===== src/rtl/core/isi_pkg.sv =====
// Shared types and constants for the interval set insert block.
package isi_pkg;

  localparam int DEFAULT_TABLE_DEPTH = 16;
  localparam int DEFAULT_ID_BITS     = 32;

  localparam logic CMD_INSERT = 1'b0;
  localparam logic CMD_READ   = 1'b1;

  typedef enum logic [2:0] {
    STAT_NEW,
    STAT_MERGED,
    STAT_EMPTY,
    STAT_FULL,
    STAT_READ_OK,
    STAT_READ_BEYOND
  } isi_status_t;

  typedef struct packed {
    logic        command;
    logic [31:0] range_low;
    logic [31:0] range_high;
    logic [3:0]  read_index;
  } isi_item_t;

  typedef struct packed {
    isi_status_t status;
    logic [4:0]  entry_index;
    logic [31:0] entry_low;
    logic [31:0] entry_high;
    logic [4:0]  entry_count;
  } isi_result_t;

  typedef enum logic [1:0] {
    CELL_HOLD,
    CELL_EVAL,
    CELL_PLACE,
    CELL_SHIFT
  } cell_op_t;

  typedef struct packed {
    cell_op_t op;
    logic     make_room;
  } cell_ctl_t;

endpackage


===== src/rtl/core/isi_cell.sv =====
// One table cell: holds one interval, compares it against the key and loads the key or a neighbor's interval.
module isi_cell #(
  parameter int ID_BITS = isi_pkg::DEFAULT_ID_BITS
) (
  input  logic               clk,
  input  isi_pkg::cell_ctl_t ctl,
  input  logic               in_use,
  input  logic [ID_BITS-1:0] key_lo,
  input  logic [ID_BITS-1:0] key_hi,
  input  logic               next_le_lo,
  input  logic               prev_a,
  input  logic [ID_BITS-1:0] prev_low,
  input  logic [ID_BITS-1:0] prev_high,
  input  logic [ID_BITS-1:0] next_low,
  input  logic [ID_BITS-1:0] next_high,
  output logic               le_lo,
  output logic               a,
  output logic               b,
  output logic               at_s,
  output logic [ID_BITS-1:0] low,
  output logic [ID_BITS-1:0] high
);
  import isi_pkg::*;

  logic le_hi;
  logic back;
  logic tail;

  assign le_lo = in_use && (low <= key_lo);
  assign le_hi = in_use && (low <= key_hi);
  // last entry starting at or below the range low that still reaches it joins the merge
  assign back  = le_lo && !next_le_lo && (high >= key_lo);
  assign at_s  = !a && prev_a;
  assign tail  = !a && !prev_a;

  always_ff @(posedge clk) begin
    case (ctl.op)
      CELL_EVAL: begin
        a <= le_lo && !back;
        b <= le_hi;
      end
      CELL_PLACE: begin
        if (at_s) begin
          low  <= key_lo;
          high <= key_hi;
        end else if (tail && ctl.make_room) begin
          low  <= prev_low;
          high <= prev_high;
        end
      end
      CELL_SHIFT: begin
        if (tail) begin
          low  <= next_low;
          high <= next_high;
        end
      end
      default: begin
      end
    endcase
  end

endmodule


===== config.mk =====
export PLATFORM = sky130hd
export DESIGN_NAME = isi_cell
export DESIGN_NICKNAME = d
export VERILOG_FILES = /design/src/rtl/core/isi_pkg.sv /design/src/rtl/core/isi_cell.sv
export SDC_FILE = /design/constraint.sdc
export NUM_CORES = 1
export LEC_CHECK = 0
export BUFFER_PORTS_ARGS = -buffer_cell sky130_fd_sc_hd__buf_4
export CAP_MARGIN = 20
export CORE_MARGIN = 4
export CORE_UTILIZATION = 29
export CTS_CLUSTER_SIZE = 16
export DETAILED_ROUTE_END_ITERATION = 8
export PLACE_DENSITY_LB_ADDON = 0.12
export SYNTH_ARGS = -nofsm -noshare
export SYNTH_HDL_FRONTEND = slang
export SYNTH_SLANG_ARGS = --single-unit

===== constraint.sdc =====
create_clock -name clk -period 26.8 [get_ports clk]
set_input_delay 1.34 -clock clk [delete_from_list [all_inputs] [get_ports clk]]
set_output_delay 1.34 -clock clk [all_outputs]
set_load 0.01 [all_outputs]

After elaboration in Yosys (flattened, before gate mapping) --
Index checks and enable logic that the tools add are counted.
Word-level totals: bits in registers 66, input port bits 199, output and inout bits 68, logic and storage cells 34
Cells by class: magnitude comparators 3, eq/ne operators 5, muxes and demuxes 8, reduce and logical (&&, ||, !) cells 14
Operator list (number):
- $mux W32 | 6
- $pmux W32 S2 | 2
- $le A32 B32 Y1 | 2
- $ge A32 B32 Y1 | 1
- $logic_and A1 B1 Y1 | 8
- $eq A2 B2 Y1 const B | 2
- $logic_not A1 Y1 | 4
- $ne A3 B3 Y1 const B | 1
- $reduce_and A3 Y1 | 1
- $eq A2 B1 Y1 const B | 1
- $ne A2 B2 Y1 const B | 1
- $reduce_bool A2 Y1 | 1

Longest topological paths before layout --
Gate-level depths: netlist of run 1.
depth in word-level cells 6, gate-level depth with buffers 8, depth with buffers taken out 8

Worst setup path before layout of run 1 --
No wires, ideal clock.
path type in2reg, start point in ctl[1] (netlist bit), end point reg high[0], enable pin, setup time 828 ps, arrival time 11348 ps, path slack 14624 ps, stages on the path 2, buffers on the path 0, cells stage by stage nor3_1 -> a2111oi_0
Between the ends: cells in the longest elaborated chain, start to end 3, elaborated cells on any way between the ends 6
Ends and longest elaborated chain:
- start, declared | line isi_cell.sv:6 | input isi_pkg::cell_ctl_t ctl,
- $eq A2 B2 Y1 | line isi_cell.sv:37 | case (ctl.op)
- $ne A3 B3 Y1 (no source line) (tied with other cells)
- $reduce_and A3 Y1 (no source line) *
- end signal, assigned | line isi_cell.sv:45 | high <= key_hi;
- end signal, assigned | line isi_cell.sv:48 | high <= prev_high;
- end signal, assigned | line isi_cell.sv:54 | high <= next_high;
- end, declared | line isi_cell.sv:21 | output logic [ID_BITS-1:0] high
Every way passes the cells marked *; elsewhere a longest branch is shown, timed or not. A chain may end at the register's enable or synchronous reset.

Final worst setup path of run 1 --
start point in key_lo[13], end point out le_lo
Between the ends: cells in the longest elaborated chain, start to end 2
Ends and longest elaborated chain:
- start, declared | line isi_cell.sv:8 | input logic [ID_BITS-1:0] key_lo,
- $le A32 B32 Y1 | line isi_cell.sv:29 | assign le_lo = in_use && (low <= key_lo);
- $logic_and A1 B1 Y1 | line isi_cell.sv:29
- end, declared | line isi_cell.sv:16 | output logic le_lo,
Every way passes these cells.

==> results of run 1 <==
==> metrics by stage <==
stage	total power, mW	setup slack [ns]	std cells	area, um2	utilization (%)
after CTS	0.3260	22.13	1112	8163	43.21
after global placement	0.2158	22.17	1096	7908	41.85
after detailed placement	0.2173	22.14	1096	7908	41.85
final	0.3195	22.13	1112	8163	43.21
after floorplan	0.1719	14.62	587	5624	-
after global routing	0.3408	22.04	1112	8163	43.21
==> cell families (layout without fill, tap and decap cells) <==
family	count (synthesis)	after routing	synth area share, %
buf+inv	87	352	5.918
mux	64	64	11.39
fa+ha+maj	96	96	21.36
compound gates	143	143	14.82
simple gates	131	131	11.28
flops	66	66	35.24
==> tightest hold or removal path, cell delays in order, from the launching register on <==
cell and delay (ns):
edfxtp_1 0.40, ha_1 0.16, nand3b_1 0.09, or3_1 0.10, a22oi_1 0.07
==> worst paths after layout <==
check	startpoint	to	cells after the start
max	key_lo[13]	le_lo	8
max reg2reg	a	low[10]	4
min	low[31]	b	4
min reg2reg	low[31]	b	4
==> metal layers <==
layer,GRT usage [%],vias up,part of all wire (%)
met1,20.79,2359,42
met4,4.753,0,1.3
li1,-,2671,-
met5,0,-,0
met2,30.67,158,50
met3,4.719,16,6.6
==> power groups by stage <==
stage / Combinational (mW) / Sequential (mW) / Clock (mW)
finish: 0.0881 / 0.126 / 0.106
global route: 0.0997 / 0.126 / 0.115
CTS: 0.0898 / 0.126 / 0.110
detailed placement: 0.0892 / 0.128 / 0
global placement: 0.0879 / 0.128 / 0
floorplan: 0.0414 / 0.130 / 0
==> cells in the mapped netlist, types with 4 or more instances <==
cell type	instances
a21o_1	21
mux2i_1	64
o21a_1	4
o21ai_1	65
clkbuf_1	14
ha_1	96
nand2_1	75
nand4_1	17
a21oi_1	29
edfxtp_1	66
inv_1	66
nor2b_1	6
nand3_1	7
buf_2	5
o21ai_0	7
==> state kept, by name, summed over array words and instances (netlist names) <==
signal and flops:
low 32, a 1, b 1, high 32
==> final cells by class <==
type	instances	area share, %
Tap cell	260	3.985
Multi-Input combinational cell	434	40.74
Inverter	66	3.035
Clock inverter	4	0.2299
Clock buffer	12	2.897
Timing Repair Buffer	270	24.83
Sequential cell	66	24.28
==> run_results.csv, run 1 <==
group,metric,value,unit
yosys,synth_cells,587,
yosys,ys_warn_count,0,
final_layout,layout_common_cells,"buf_4 (270), ha_1 (96), nand2_1 (75)",
timing,rsz0062_at_grt,"no",
timing,maxSlewViolCount,0,
die,start_util,29.77,%
final_layout,regArea,1982,um2
final_layout,antenna_cells,0,
run_status,outcome,"complete, no violations",
clocking,cts_max_level,3,
detailed_routing,totalWireLength,19.16,mm
power_and_ir_drop,seq_power_share,39.4,%
final_layout,final_common_cell,"buf_4",
yosys,synth.area.top_cells,"edfxtp_1 (35%), ha_1 (21%), mux2i_1 (11%)",
power_and_ir_drop,combPwrFrac,27.6,%
global_routing,grt_max_degree,66,
worst_setup_path,rrSetupSlack,24.07,ns
yosys,synth_cell_type_count,43,
clocking,cts_setup_buffers,0,
power_and_ir_drop,powerDensity,39.14,nW/um2
placed_design,dp_hpwl,16.17,mm
timing,setup_tns,0,ns
worst_setup_path,cp_top_family,"simple AND/OR/NAND/NOR gates",
power_and_ir_drop,swShare,27.97,%
min_path,hp-class,"flop to flop",
power_and_ir_drop,pwr-share-clk,33.0,%
timing,setup_viol,0,
worst_setup_path,cp_cell_sequence,"buf_4 > inv_1 > ha_1 > nand4_2 > or4_4 > or4_4 > nand2_1 > buf_4",
worst_setup_path,crit_fanout,3,
final_layout,fill_cells,1913,
clocking,post_cts_resized,0,
worst_setup_path,end_kind,"output pin",
worst_setup_path,cp_num_buf_inv,3,
timing,fmax,214.2,MHz
yosys,synth-async-reset-ratio,0,%
die,fp.dieH,147.3,um
clocking,numCtsBuffers,9,
yosys,synth_top_area_share,35.24,%
yosys,yosysSeqAreaShare,35.24,%
worst_setup_path,worst-setup-path-type,"input port to output pin",
die,io-pin-count,267,
timing,worst_slew_pin_slew,1.056,ns
die,rows,50,
placed_design,portBuffers,266,
detailed_routing,first_pass_iters,4,
yosys,yosysTopAreaCell,"edfxtp_1",
clocking,cts.clk_slew.worst_paths,0.05,ns
detailed_routing,detail-route-antenna-nets,0,
timing,skew,0.006008,ns
detailed_routing,vias,5204,
yosys,synth_fp_nets,882,
final_layout,area_growth_syn_to_layout,45.14,%
worst_setup_path,cp.required,25.46,ns
timing,finalCritPeriodShare,17.42,%
clocking,clock_path_buffers,2,
yosys,synth-seq-cells,66,
clocking,insertion_delay,0.33,ns
global_routing,grt_pass1_wl,29.86,mm
yosys,synth_ff_type,"edfxtp_1",
die,fp.dieArea,21690,um2
yosys,syn-cell-area,5624,um2
power_and_ir_drop,p_int,0.2301,mW
detailed_routing,remaining_drc_errors,0,
placed_design,gp_congestion,0.7733,
final_layout,multi_input_area,3326,um2
power_and_ir_drop,p_leak,3.947,nW
global_routing,grt_use_total,17.36,%
global_routing,first_global_vias,5709,
run,cap_violations,0,
worst_setup_path,max_stage_delay,0.59,ns
timing,min_period,4.668,ns
power_and_ir_drop,peakVddDrop,27.08,uV
timing,final_hold_viol_count,0,
detailed_routing,drt_iter0_markers,173,
global_routing,antenna_found_initial,0,
die,core-area,18890,um2
clocking,ctsHoldBuffers,0,
power_and_ir_drop,power_switching,0.08935,mW
detailed_routing,wl_per_cell,17.23,um
worst_setup_path,crit_slowest_cell,"or4_4",
timing,slew_headroom,29.42,%
yosys,synth_edf_count,66,
global_routing,grt-ovfl-total,0,
worst_setup_path,cp.arrival,3.33,ns
clocking,cts_tree,"built",
worst_setup_path,start_kind,"input port",
clocking,cts_sinks,66,
clocking,root_buffer,"clkbuf_16",
detailed_routing,vias_per_cell,4.680,
yosys,postSynthAreaPerCell,9.581,um2
final_layout,drive_gt1_share,34.04,%
final_layout,nets,1142,
die,die_width,147.3,um
timing,whs,0.9980,ns
Note: power is estimated with default switching activity, not from simulation.
==> inputs of run 2 (changes only) <==
- clock period: 26.8 -> 4.7 ns (I/O delays scaled with it)
==> run 2 against run 1 <==
  * Worst hold slack worse by 0.83 ns
  * Highest routed layer unchanged
  * Power grew to 5.9 times the previous value
  * Critical path depth is 2 lower
  * Sequential share of layout area is 0.18 points lower
  * Largest cell class unchanged
  * Combinational power grew to 5.8 times the previous value
==> run_results.csv, run 2 (same netlist as run 1, synthesis figures left out) <==
group,metric,value,unit
min_path,hp-class,"input port to flop",
die,core-area,18890,um2
die,rows,50,
die,io-pin-count,267,
final_layout,area_growth_syn_to_layout,46.21,%
clocking,root_buffer,"clkbuf_16",
worst_setup_path,worst_path_most_repeated_cell,"or4_4",
clocking,cts_max_level,3,
timing,maxSlewViolCount,0,
detailed_routing,remaining_drc_errors,0,
detailed_routing,first_pass_iters,4,
power_and_ir_drop,p_leak,3.966,nW
detailed_routing,vias_per_cell,4.705,
placed_design,place_ws,2.195,ns
final_layout,drive_gt1_share,34.00,%
global_routing,grt_pass1_wl,29.59,mm
power_and_ir_drop,powerDensity,229.1,nW/um2
worst_setup_path,cp.arrival,2.59,ns
clocking,clock_path_buffers,2,
clocking,cts_tree,"built",
global_routing,grt_max_degree,76,
placed_design,portBuffers,266,
timing,rsz0062_at_grt,"no",
die,fp.dieArea,21690,um2
worst_setup_path,crit_slowest_cell,"or4_4",
final_layout,regArea,1982,um2
power_and_ir_drop,peakVddDrop,153.9,uV
final_layout,nets,1143,
timing,min_period,2.826,ns
timing,worst_slew_pin_slew,0.9959,ns
worst_setup_path,cp.required,4.47,ns
final_layout,postLayoutCoreUtil,43.52,%
final_layout,multi_input_area,3338,um2
timing,finalCritPeriodShare,60.13,%
detailed_routing,vias,5237,
clocking,post_cts_resized,0,
timing,fmax,353.8,MHz
final_layout,top_regs,"high x32, low x32",
timing,slew_headroom,33.47,%
detailed_routing,detail-route-antenna-nets,0,
final_layout,final_common_cell,"buf_4",
global_routing,first_global_vias,5621,
die,die_width,147.3,um
worst_setup_path,worst-setup-path-type,"flop to output pin",
global_routing,antenna_found_initial,0,
worst_setup_path,end_kind,"output pin",
placed_design,gp_congestion,0.7791,
die,start_util,29.77,%
final_layout,fill_cells,1939,
die,fp.dieH,147.3,um
run,cap_violations,0,
clocking,cts.clk_slew.worst_paths,0.06,ns
global_routing,grt_use_total,17.20,%
timing,final_hold_viol_count,0,
clocking,numCtsBuffers,9,
final_layout,layout_common_cells,"buf_4 (269), ha_1 (96), nand2_1 (75)",
global_routing,grt-ovfl-total,0,
final_layout,antenna_cells,0,
clocking,insertion_delay,0.34,ns
timing,finalWorstSetupSlack,1.874,ns
clocking,ctsHoldBuffers,0,
clocking,cts_sinks,66,
worst_setup_path,max_stage_delay,0.58,ns
worst_setup_path,start_kind,"flop",
timing,setup_tns,0,ns
worst_setup_path,crit_fanout,3,
detailed_routing,wl_per_cell,16.97,um
clocking,cts_setup_buffers,0,
timing,setup_viol,0,
timing,skew,0.006188,ns
placed_design,dp_hpwl,16.00,mm
run_status,outcome,"complete, no violations",
detailed_routing,drt_iter0_markers,167,
detailed_routing,totalWireLength,18.89,mm
worst_setup_path,cp_cell_sequence,"ha_1 > nand4_2 > or4_4 > or4_4 > nand2_1 > buf_4",
run 2: cell types whose count changed in the layout (fill, tap and decap cells not counted), sizes merged:
cell,delta
buf,+1
bufinv,+1
clkinv,-1
run 2: layout make-up:
type	instances	share of cell area, %
inverter	66	3.013
multi-input combinational	434	40.60
clock inverter	4	0.5173
clock buffer	12	2.876
sequential	66	24.10
tap	260	3.956
timing repair buffer	271	24.94
run 2: per-layer routing:
| metal | GRT usage, % | vias to the layer above | share of wire, % |
|---|---|---|---|
| met3 | 4.874 | 14 | 7.0 |
| met2 | 30.07 | 151 | 49 |
| li1 | - | 2664 | - |
| met5 | 0 | - | 0 |
| met4 | 4.800 | 0 | 1.3 |
| met1 | 20.68 | 2408 | 43 |
run 2: per-stage QoR:
stage | power [mW] | cells | cell area [um2] | hold slack (ns)
finish | 1.884 | 1113 | 8223 | 0.1718
global route | 1.993 | 1113 | 8223 | 0.1856
CTS | 1.912 | 1112 | 8212 | 0.1582
floorplan | 0.9743 | 587 | 5643 | 0.4285
detailed placement | 1.242 | 1096 | 7933 | 0.5177
global placement | 1.235 | 1096 | 7933 | 0.5178
run 2: path summary, 6_finish.rpt:
check | start | end | slack [ns] | cells past startpoint
max | low[13] | le_lo | 1.87 | 6
min | next_high[25] | high[25] | 0.17 | 3
max reg2reg | high[13] | a | 2.27 | 6
min reg2reg | a | low[23] | 0.77 | 1
run 2: worst max-delay path: cells and delay by family (launching register included):
family                     cells  cell delay (ns)
adders and majority gates      1             0.34
buffers and inverters          1             0.13
DFF                            1             0.43
and+or+nand+nor                4             1.36
run 2: power by group:
| part | total [mW] | leakage, nW | switching [mW] | internal, mW |
|---|---|---|---|---|
| Sequential | 0.716 | 0.616 | 0.0223 | 0.693 |
| Combinational | 0.508 | 3.21 | 0.240 | 0.268 |
| Clock | 0.661 | 0.136 | 0.254 | 0.407 |
